[src/design/circular_deque_assert.svh]
// ----------------------------------------------------------------------------
// circular deque assertion macros
// concurrent assertion wrappers, compiled out when NO_ASSERTIONS is set
// ----------------------------------------------------------------------------
`ifndef CIRCULAR_DEQUE_ASSERT_SVH
`define CIRCULAR_DEQUE_ASSERT_SVH

`ifndef NO_ASSERTIONS
// property checked at every edge outside reset
`define CDQ_ASSERT_RST(label, clk, rst_n, prop) \
  label: assert property (@(posedge clk) disable iff (!rst_n) prop) \
    else $error("circular_deque assertion failed");
// property checked at every edge, reset included
`define CDQ_ASSERT_ALWAYS(label, clk, prop) \
  label: assert property (@(posedge clk) prop) \
    else $error("circular_deque assertion failed");
`else
`define CDQ_ASSERT_RST(label, clk, rst_n, prop)
`define CDQ_ASSERT_ALWAYS(label, clk, prop)
`endif

`endif

[src/design/cdq_pkg.sv]
// ----------------------------------------------------------------------------
// cdq_pkg
// shared sizes, codes, types and ring index helpers of the circular deque
// ----------------------------------------------------------------------------
`default_nettype none

package cdq_pkg;

  localparam int CAPACITY   = 16;
  localparam int DATA_WIDTH = 32;
  localparam int IDX_W      = (CAPACITY > 1) ? $clog2(CAPACITY) : 1;
  localparam int CNT_W      = $clog2(CAPACITY + 1);
  localparam int CMD_W      = 3;
  localparam int STATUS_W   = 2;

  typedef logic [IDX_W-1:0]      idx_t;
  typedef logic [CNT_W-1:0]      cnt_t;
  typedef logic [DATA_WIDTH-1:0] data_t;

  typedef enum logic [CMD_W-1:0] {
    CMD_PUSH_FRONT = 3'd0,
    CMD_PUSH_BACK  = 3'd1,
    CMD_POP_FRONT  = 3'd2,
    CMD_POP_BACK   = 3'd3,
    CMD_PEEK       = 3'd4
  } cmd_t;

  typedef enum logic [STATUS_W-1:0] {
    ST_DONE  = 2'd0,
    ST_FULL  = 2'd1,
    ST_EMPTY = 2'd2
  } status_t;

  // controller to datapath commands
  typedef struct packed {
    logic capture;   // latch the accepted item
    logic exec;      // apply the command to indices, count and store
    logic load_out;  // fill the result register
  } dp_cmd_t;

  function automatic idx_t ring_next(input idx_t i);
    ring_next = (i == idx_t'(CAPACITY - 1)) ? '0 : idx_t'(i + idx_t'(1));
  endfunction

  function automatic idx_t ring_prev(input idx_t i);
    ring_prev = (i == '0) ? idx_t'(CAPACITY - 1) : idx_t'(i - idx_t'(1));
  endfunction

endpackage

`default_nettype wire

[src/design/cdq_if.sv]
// ----------------------------------------------------------------------------
// cdq channel interfaces
// valid/ready channels for commands and results of the circular deque
// ----------------------------------------------------------------------------
`default_nettype none

interface cdq_in_if;
  logic                        valid;
  logic                        ready;
  logic [cdq_pkg::CMD_W-1:0]   command;
  logic [cdq_pkg::DATA_WIDTH-1:0] value;

  modport source (output valid, output command, output value, input ready);
  modport sink   (input valid, input command, input value, output ready);
endinterface

interface cdq_out_if;
  logic                           valid;
  logic                           ready;
  logic [cdq_pkg::STATUS_W-1:0]   status;
  logic [cdq_pkg::DATA_WIDTH-1:0] front_value;
  logic [cdq_pkg::DATA_WIDTH-1:0] back_value;
  logic [cdq_pkg::CNT_W-1:0]      occupancy;
  logic                           is_empty;
  logic                           is_full;

  modport source (output valid, output status, output front_value, output back_value,
                  output occupancy, output is_empty, output is_full, input ready);
  modport sink   (input valid, input status, input front_value, input back_value,
                  input occupancy, input is_empty, input is_full, output ready);
endinterface

`default_nettype wire

[src/design/cdq_ctrl.sv]
// ----------------------------------------------------------------------------
// cdq_ctrl
// sequencer: capture, execute, load result; owns the output valid flag
// ----------------------------------------------------------------------------
`default_nettype none

`include "circular_deque_assert.svh"

module cdq_ctrl (
  input  wire logic             clk,
  input  wire logic             rst_n,
  input  wire logic             in_valid,
  output logic                  in_ready,
  output logic                  out_valid,
  input  wire logic             out_ready,
  output cdq_pkg::dp_cmd_t      dp_cmd
);

  typedef enum logic [1:0] {
    S_IDLE,
    S_EXEC,
    S_LOAD
  } state_t;

  state_t state_r;
  logic   out_valid_r;
  logic   out_free;

  assign out_free  = !out_valid_r || out_ready;
  assign in_ready  = (state_r == S_IDLE);
  assign out_valid = out_valid_r;

  always_comb begin
    dp_cmd.capture  = in_valid && in_ready;
    dp_cmd.exec     = (state_r == S_EXEC);
    dp_cmd.load_out = (state_r == S_LOAD) && out_free;
  end

  always_ff @(posedge clk) begin
    if (!rst_n) begin
      state_r     <= S_IDLE;
      out_valid_r <= 1'b0;
    end else begin
      // in S_LOAD a taken result is replaced by the new one below
      if (out_valid_r && out_ready && (state_r != S_LOAD)) begin
        out_valid_r <= 1'b0;
      end
      case (state_r)
        S_IDLE: begin
          if (in_valid) begin
            state_r <= S_EXEC;
          end
        end
        S_EXEC: begin
          state_r <= S_LOAD;
        end
        S_LOAD: begin
          if (out_free) begin
            out_valid_r <= 1'b1;
            state_r     <= S_IDLE;
          end
        end
        default: begin
          state_r <= S_IDLE;
        end
      endcase
    end
  end

  // an accepted command always moves on to execution
  `CDQ_ASSERT_RST(a_accept_exec, clk, rst_n, (in_valid && in_ready) |=> (state_r == S_EXEC))
  // a result is loaded only into a free output register
  `CDQ_ASSERT_RST(a_load_free, clk, rst_n, dp_cmd.load_out |-> (!out_valid_r || out_ready))
  // a waiting result stays valid until its transfer
  `CDQ_ASSERT_RST(a_out_hold, clk, rst_n, (out_valid_r && !out_ready) |=> out_valid_r)

endmodule

`default_nettype wire

[src/design/cdq_datapath.sv]
// ----------------------------------------------------------------------------
// cdq_datapath
// ring store, head/tail indices, item count and result register
// ----------------------------------------------------------------------------
`default_nettype none

`include "circular_deque_assert.svh"

module cdq_datapath (
  input  wire logic                           clk,
  input  wire logic                           rst_n,
  input  wire cdq_pkg::dp_cmd_t               dp_cmd,
  input  wire logic [cdq_pkg::CMD_W-1:0]      in_command,
  input  wire logic [cdq_pkg::DATA_WIDTH-1:0] in_value,
  output logic [cdq_pkg::STATUS_W-1:0]        out_status,
  output logic [cdq_pkg::DATA_WIDTH-1:0]      out_front_value,
  output logic [cdq_pkg::DATA_WIDTH-1:0]      out_back_value,
  output logic [cdq_pkg::CNT_W-1:0]           out_occupancy,
  output logic                                out_is_empty,
  output logic                                out_is_full
);

  cdq_pkg::data_t mem [cdq_pkg::CAPACITY];

  logic [cdq_pkg::CMD_W-1:0] cmd_r;
  cdq_pkg::data_t            val_r;
  cdq_pkg::idx_t             head_r, head_nxt;
  cdq_pkg::idx_t             tail_r, tail_nxt;
  cdq_pkg::cnt_t             cnt_r, cnt_nxt;
  cdq_pkg::status_t          status_r, status_nxt;
  logic                      we;
  cdq_pkg::idx_t             waddr;
  logic                      is_full, is_empty;

  logic [cdq_pkg::STATUS_W-1:0] out_status_r;
  cdq_pkg::data_t               front_r, back_r;
  cdq_pkg::cnt_t                occ_r;
  logic                         empty_r, full_r;

  assign is_full  = (cnt_r == cdq_pkg::cnt_t'(cdq_pkg::CAPACITY));
  assign is_empty = (cnt_r == '0);

  always_comb begin
    head_nxt   = head_r;
    tail_nxt   = tail_r;
    cnt_nxt    = cnt_r;
    status_nxt = cdq_pkg::ST_DONE;
    we         = 1'b0;
    waddr      = tail_r;
    case (cmd_r)
      cdq_pkg::CMD_PUSH_FRONT: begin
        if (is_full) begin
          status_nxt = cdq_pkg::ST_FULL;
        end else begin
          head_nxt = cdq_pkg::ring_prev(head_r);
          waddr    = head_nxt;
          we       = 1'b1;
          cnt_nxt  = cdq_pkg::cnt_t'(cnt_r + cdq_pkg::cnt_t'(1));
        end
      end
      cdq_pkg::CMD_PUSH_BACK: begin
        if (is_full) begin
          status_nxt = cdq_pkg::ST_FULL;
        end else begin
          waddr    = tail_r;
          we       = 1'b1;
          tail_nxt = cdq_pkg::ring_next(tail_r);
          cnt_nxt  = cdq_pkg::cnt_t'(cnt_r + cdq_pkg::cnt_t'(1));
        end
      end
      cdq_pkg::CMD_POP_FRONT: begin
        if (is_empty) begin
          status_nxt = cdq_pkg::ST_EMPTY;
        end else begin
          head_nxt = cdq_pkg::ring_next(head_r);
          cnt_nxt  = cdq_pkg::cnt_t'(cnt_r - cdq_pkg::cnt_t'(1));
        end
      end
      cdq_pkg::CMD_POP_BACK: begin
        if (is_empty) begin
          status_nxt = cdq_pkg::ST_EMPTY;
        end else begin
          tail_nxt = cdq_pkg::ring_prev(tail_r);
          cnt_nxt  = cdq_pkg::cnt_t'(cnt_r - cdq_pkg::cnt_t'(1));
        end
      end
      default: begin
        // peek and unused codes change nothing
      end
    endcase
  end

  // control state
  always_ff @(posedge clk) begin
    if (!rst_n) begin
      head_r <= '0;
      tail_r <= '0;
      cnt_r  <= '0;
    end else if (dp_cmd.exec) begin
      head_r <= head_nxt;
      tail_r <= tail_nxt;
      cnt_r  <= cnt_nxt;
    end
  end

  // payload and store
  always_ff @(posedge clk) begin
    if (dp_cmd.capture) begin
      cmd_r <= in_command;
      val_r <= in_value;
    end
    if (dp_cmd.exec) begin
      status_r <= status_nxt;
      if (we) begin
        mem[waddr] <= val_r;
      end
    end
    if (dp_cmd.load_out) begin
      out_status_r <= status_r;
      occ_r        <= cnt_r;
      empty_r      <= is_empty;
      full_r       <= is_full;
      front_r      <= is_empty ? '0 : mem[head_r];
      back_r       <= is_empty ? '0 : mem[cdq_pkg::ring_prev(tail_r)];
    end
  end

  assign out_status      = out_status_r;
  assign out_front_value = front_r;
  assign out_back_value  = back_r;
  assign out_occupancy   = occ_r;
  assign out_is_empty    = empty_r;
  assign out_is_full     = full_r;

  // count never passes capacity
  `CDQ_ASSERT_RST(a_cnt_range, clk, rst_n, cnt_r <= cdq_pkg::cnt_t'(cdq_pkg::CAPACITY))
  // head and tail meet exactly when the ring is empty or full
  `CDQ_ASSERT_RST(a_ends_meet, clk, rst_n, (is_empty || is_full) |-> (head_r == tail_r))
  // count only moves on an execute step
  `CDQ_ASSERT_RST(a_cnt_hold, clk, rst_n, !dp_cmd.exec |=> $stable(cnt_r))

endmodule

`default_nettype wire

[src/design/circular_deque.sv]
// result path: a result becomes valid after its command transfer by way of the execute
//   step, then the load step, which waits until the output register is free
// command flow: a new command is taken only once the controller sequence around the
//   single-write ring store is back in idle; the next command is taken while a result still waits
// reset: synchronous, active low; clears head, tail, count, sequencer and output valid
//   the ring store is not cleared, only occupied entries are ever read
// ----------------------------------------------------------------------------
// circular_deque
// double-ended queue over a fixed ring store, one status result per command
// ----------------------------------------------------------------------------
`default_nettype none

module circular_deque (
  input  wire logic  clk,
  input  wire logic  rst_n,
  cdq_in_if.sink     in_ch,
  cdq_out_if.source  out_ch
);

  // command bundle from sequencer to datapath
  cdq_pkg::dp_cmd_t dp_cmd;

  // sequencer: takes a command transfer only when idle, so the item in
  // flight always sees indices settled by the one before it
  cdq_ctrl u_ctrl (
    .clk       (clk),
    .rst_n     (rst_n),
    .in_valid  (in_ch.valid),
    .in_ready  (in_ch.ready),
    .out_valid (out_ch.valid),
    .out_ready (out_ch.ready),
    .dp_cmd    (dp_cmd)
  );

  // datapath: ring store with one write and two registered reads
  // (front at head, back just before tail), plus the result register
  cdq_datapath u_dp (
    .clk             (clk),
    .rst_n           (rst_n),
    .dp_cmd          (dp_cmd),
    .in_command      (in_ch.command),
    .in_value        (in_ch.value),
    .out_status      (out_ch.status),
    .out_front_value (out_ch.front_value),
    .out_back_value  (out_ch.back_value),
    .out_occupancy   (out_ch.occupancy),
    .out_is_empty    (out_ch.is_empty),
    .out_is_full     (out_ch.is_full)
  );

endmodule

`default_nettype wire
[src/flat_wrapper.sv]
// flat-port wrapper written by rule: the top's interface ports become plain ports
module circular_deque_flat 
  (clk, rst_n, in_ch_valid, in_ch_command, in_ch_value, in_ch_ready, out_ch_valid, out_ch_status, out_ch_front_value, out_ch_back_value, out_ch_occupancy, out_ch_is_empty, out_ch_is_full, out_ch_ready);
  cdq_in_if in_ch_i ();
  cdq_out_if out_ch_i ();
  input  wire logic clk;
  input  wire logic rst_n;
  input wire logic [$bits(in_ch_i.valid)-1:0] in_ch_valid;
  input wire logic [$bits(in_ch_i.command)-1:0] in_ch_command;
  input wire logic [$bits(in_ch_i.value)-1:0] in_ch_value;
  output wire logic [$bits(in_ch_i.ready)-1:0] in_ch_ready;
  output wire logic [$bits(out_ch_i.valid)-1:0] out_ch_valid;
  output wire logic [$bits(out_ch_i.status)-1:0] out_ch_status;
  output wire logic [$bits(out_ch_i.front_value)-1:0] out_ch_front_value;
  output wire logic [$bits(out_ch_i.back_value)-1:0] out_ch_back_value;
  output wire logic [$bits(out_ch_i.occupancy)-1:0] out_ch_occupancy;
  output wire logic [$bits(out_ch_i.is_empty)-1:0] out_ch_is_empty;
  output wire logic [$bits(out_ch_i.is_full)-1:0] out_ch_is_full;
  input wire logic [$bits(out_ch_i.ready)-1:0] out_ch_ready;
  assign in_ch_i.valid = in_ch_valid;
  assign in_ch_i.command = in_ch_command;
  assign in_ch_i.value = in_ch_value;
  assign in_ch_ready = in_ch_i.ready;
  assign out_ch_valid = out_ch_i.valid;
  assign out_ch_status = out_ch_i.status;
  assign out_ch_front_value = out_ch_i.front_value;
  assign out_ch_back_value = out_ch_i.back_value;
  assign out_ch_occupancy = out_ch_i.occupancy;
  assign out_ch_is_empty = out_ch_i.is_empty;
  assign out_ch_is_full = out_ch_i.is_full;
  assign out_ch_i.ready = out_ch_ready;
  circular_deque u_core (.clk(clk), .rst_n(rst_n), .in_ch(in_ch_i), .out_ch(out_ch_i));
endmodule
[config.mk]
export PLATFORM = sky130hd
export DESIGN_NAME = circular_deque_flat
export DESIGN_NICKNAME = d
export VERILOG_FILES = /design/src/design/cdq_pkg.sv /design/src/design/cdq_if.sv /design/src/design/cdq_ctrl.sv /design/src/design/cdq_datapath.sv /design/src/design/circular_deque.sv /design/src/flat_wrapper.sv
export VERILOG_INCLUDE_DIRS = /design/src /design/src/design
export SDC_FILE = /design/constraint.sdc
export NUM_CORES = 1
export LEC_CHECK = 0
export BUFFER_PORTS_ARGS = -buffer_cell sky130_fd_sc_hd__buf_2
export CAP_MARGIN = 20
export CORE_MARGIN = 2
export CORE_UTILIZATION = 46
export DETAILED_ROUTE_END_ITERATION = 10
export HOLD_SLACK_MARGIN = 0.1
export SLEW_MARGIN = 15
export SYNTH_ARGS = -nofsm -noshare
export SYNTH_HDL_FRONTEND = slang
export SYNTH_SLANG_ARGS = --single-unit
[constraint.sdc]
create_clock -name clk -period 6.76 [get_ports clk]
set_input_delay 1.014 -clock clk [delete_from_list [all_inputs] [get_ports clk]]
set_output_delay 1.014 -clock clk [all_outputs]
set_load 0.03 [all_outputs]
==> impl_metrics.csv <==
group,metric,value,unit
synth,yosysUniqueCellTypes,71,
worst_hold_path,hold_path.class,"flop to flop",
run_status,outcome,"complete, no violations",
clock_network,ctsResizeCount,0,
synth,synth_cells,1524,
setup_path,cp_max_fo,48,
routing,drtIter0Drc,2228,
synth,yosys_warnings,0,
setup_path,reg2reg_from,"u_core.u_dp.tail_r[0]",
timing,tns,0,ns
routing,dr_wl_met3,7010,um
die,die-area,63700,um2
cells_and_area,antenna_cells,0,
synth,avgSynthCellArea,18.6,um2
cells_and_area,final_area,32200,um2
clock_network,insertion_delay,0.61,ns
clock_network,htreeDepth,3,
timing,relSlewSlack,26.0,%
setup_path,rr_endpoint,"u_core.u_dp.out_back_value[12]",
clock_network,cts_sinks,638,
pwr,p_per_area,265,nW/um2
placed_design,preCtsSetupSlack,2.53,ns
global_route,grt_max_degree,55,
clock_network,clkTransAtPathRegs,0.06,ns
routing,antenna_left,0,
setup_path,timing.critical_path.from,"u_core.u_dp.tail_r[0]",
timing,hold_viol,0,
routing,wl_met1,32500,um
synth,synthTopCellsByArea,"edfxtp_1, mux4_2, mux2i_1, dfxtp_1, and2_1",
setup_path,start_kind,"flop",
setup_path,required,7.11,ns
synth,async_reset_ff_share,0,%
synth,synth-main-ff-cell,"edfxtp_1",
routing,drc,0,
die,ios,114,
routing,avgViaCountPerCell,6.55,
die,die_h,252,um
die,num_rows,91,
placed_design,dpl-instance-area,30000,um2
synth,ys_seq_elements,638,
synth,synth-edff-count,622,
routing,drt_pass1_iterations,6,
setup_path,rrSetupSlack,2.48,ns
clock_network,cts_root_buffer,"clkbuf_16",
placed_design,globalplace.congestion,0.812,
timing,rsz0062_at_grt,"no",
placed_design,portBuffers,113,
cells_and_area,drive_above_1_share,32.8,%
global_route,track_usage,25.3,%
routing,wl,79200,um
synth,synth_area_leader_cell,"edfxtp_1",
synth,synthTopCellsByCount,"edfxtp_1, mux4_2, nand2_1",
job,maxCapViolCount,0,
cells_and_area,final_nets,1692,
worst_hold_path,hold_depth,0,
synth,syn_area,28400,um2
timing,final_max_slew_viol_count,0,
global_route,antenna_found_initial,0,
setup_path,r2r_cells,10,
synth,syn_nets,1571,
clock_network,post_cts_buffers,0,
global_route,gr-total-overflow,0,
global_route,grt_pass1_wl,115000,um
cells_and_area,areaGrowthSynthToFinish,13.5,%
timing,min_period,4.28,ns
global_route,first_global_vias,16700,
setup_path,worstSetupEndpoint,"u_core.u_dp.out_back_value[12]",
routing,maxUsedRoutingLayer,"met4",
synth,ys_seq_area_share,66.9,%
timing,fmax,234,MHz
clock_network,numCtsBuffers,70,
timing,whs,0.414,ns
timing,worst_pin_slew,1.11,ns
clock_network,hold_buffers,0,
setup_path,critPathCaptureType,"flop",
pwr,leakagePower,0.0102,uW
setup_path,worst-endpoint-arrival,4.62,ns
routing,wl_met2,37600,um
die,initial_utilization,46.3,%
timing,setup_violations,0,
die,core,61400,um2
timing,period_share,63.3,%
cells_and_area,fin_util,52.5,%
setup_path,crit_type,"flop to flop",
timing,final.setup.worst_slack,2.48,ns
timing,final.setup_skew,0.0199,ns
placed_design,place_hpwl,44400,um
routing,wire_per_inst,31.9,um
clock_network,cts_tree,"done",
die,die_w,252,um
synth,synth.most_common_cell,"edfxtp_1",
pwr,ir_drop,0.000168,V
routing,vias,16300,
clock_network,cts_buffer_depth,3,
synth,synth_top_area_share,65.8,%
-- cell type report --
type / instances / area [um2]
inverter: 13 / 48.8
sequential: 638 / 19000
clock buffer: 91 / 1940
fill: 4822 / 29100
multi-input combinational: 764 / 9010
clock inverter: 31 / 283
timing repair buffer: 158 / 956
tap: 790 / 988
-- how the worst min path moves through the flow --
stage | startpoint | endpoint | slack (ns)
6_report | u_core.u_dp.status_r[0] | u_core.u_dp.out_status[0] | 0.41
5_1_grt | u_core.u_dp.status_r[0] | u_core.u_dp.out_status[0] | 0.43
4_1_cts | u_core.u_dp.status_r[0] | u_core.u_dp.out_status[0] | 0.41
3_5_place_dp | u_core.u_dp.status_r[0] | u_core.u_dp.out_status[0] | 0.41
3_3_place_gp | u_core.u_dp.status_r[1] | u_core.u_dp.out_status[1] | 0.40
2_1_floorplan | u_core.u_dp.status_r[0] | u_core.u_dp.out_status[0] | 0.40
-- power breakdown --
group          internal (uW)  switching (uW)  total, uW
Clock                   2180            1550       3730
Combinational            129             224        353
Sequential              4390            72.8       4460
-- flip-flops by register name, indices dropped and copies added, names as in the netlist, 4 cells and up --
name                         cells
u_core.u_dp.mem                512
u_core.u_dp.head_r               4
u_core.u_dp.val_r               32
u_core.u_dp.out_front_value     32
u_core.u_dp.tail_r               4
u_core.u_dp.out_back_value      32
u_core.u_dp.cnt_r                5
u_core.u_dp.out_occupancy        5
-- placed cells by master, fill, tap and decap left out, types with 4 or more instances in the layout --
cell,n
mux2i_1,34
inv_1,11
buf_4,42
nor4_2,4
clkinv_2,10
clkbuf_1,16
a211oi_1,4
o32ai_1,4
o22ai_1,34
o211ai_1,9
a22oi_1,29
clkbuf_16,75
a2111oi_0,5
a31oi_1,5
clkinv_1,8
nand2b_1,8
nor2_4,13
bufinv_16,4
mux4_2,239
ha_1,7
buf_2,113
xnor2_1,7
nor2_1,43
a21boi_0,8
nor3_1,9
mux2_2,20
o31ai_1,11
nand3_1,26
nor2b_1,8
dfxtp_1,13
nor4_1,7
o221ai_1,4
nand4_1,15
nand2_1,69
clkinvlp_4,6
and2_1,44
o21ai_0,17
edfxtp_1,622
a21oi_1,18
-- worst max-delay path, stage by stage (launching register included) --
cell and delay [ns]:
dfxtp_1 0.30, buf_4 0.38, inv_1 0.40, ha_1 0.57, nor3b_2 0.26, buf_4 0.30, nor2_4 0.16, buf_4 0.68
mux4_2 0.59, o21ai_0 0.22, nor3_1 0.09
-- through the flow --
stage / std cells / power (uW)
floorplan: 1524 / 4750
global placement: 2361 / 4890
detailed placement: 2363 / 4900
CTS: 2485 / 8620
global route: 2485 / 8790
finish: 2485 / 8550
-- routing by layer --
| layer | vias to the layer above | global-route usage, % |
|---|---|---|
| li1 | 6641 | - |
| met1 | 8570 | 36.2 |
| met2 | 938 | 39.6 |
| met3 | 137 | 4.41 |
| met4 | 0 | 8.49 |
| met5 | - | 0 |
-- cell families after synthesis --
family          synth area share (%)
flops                           66.9
mux                             20.9
simple gates                    4.83
compound gates                  4.59
buf+inv                         2.00
xor+xnor                       0.366
fa+ha+maj                      0.379
Power figures use the tool's default switching activity.
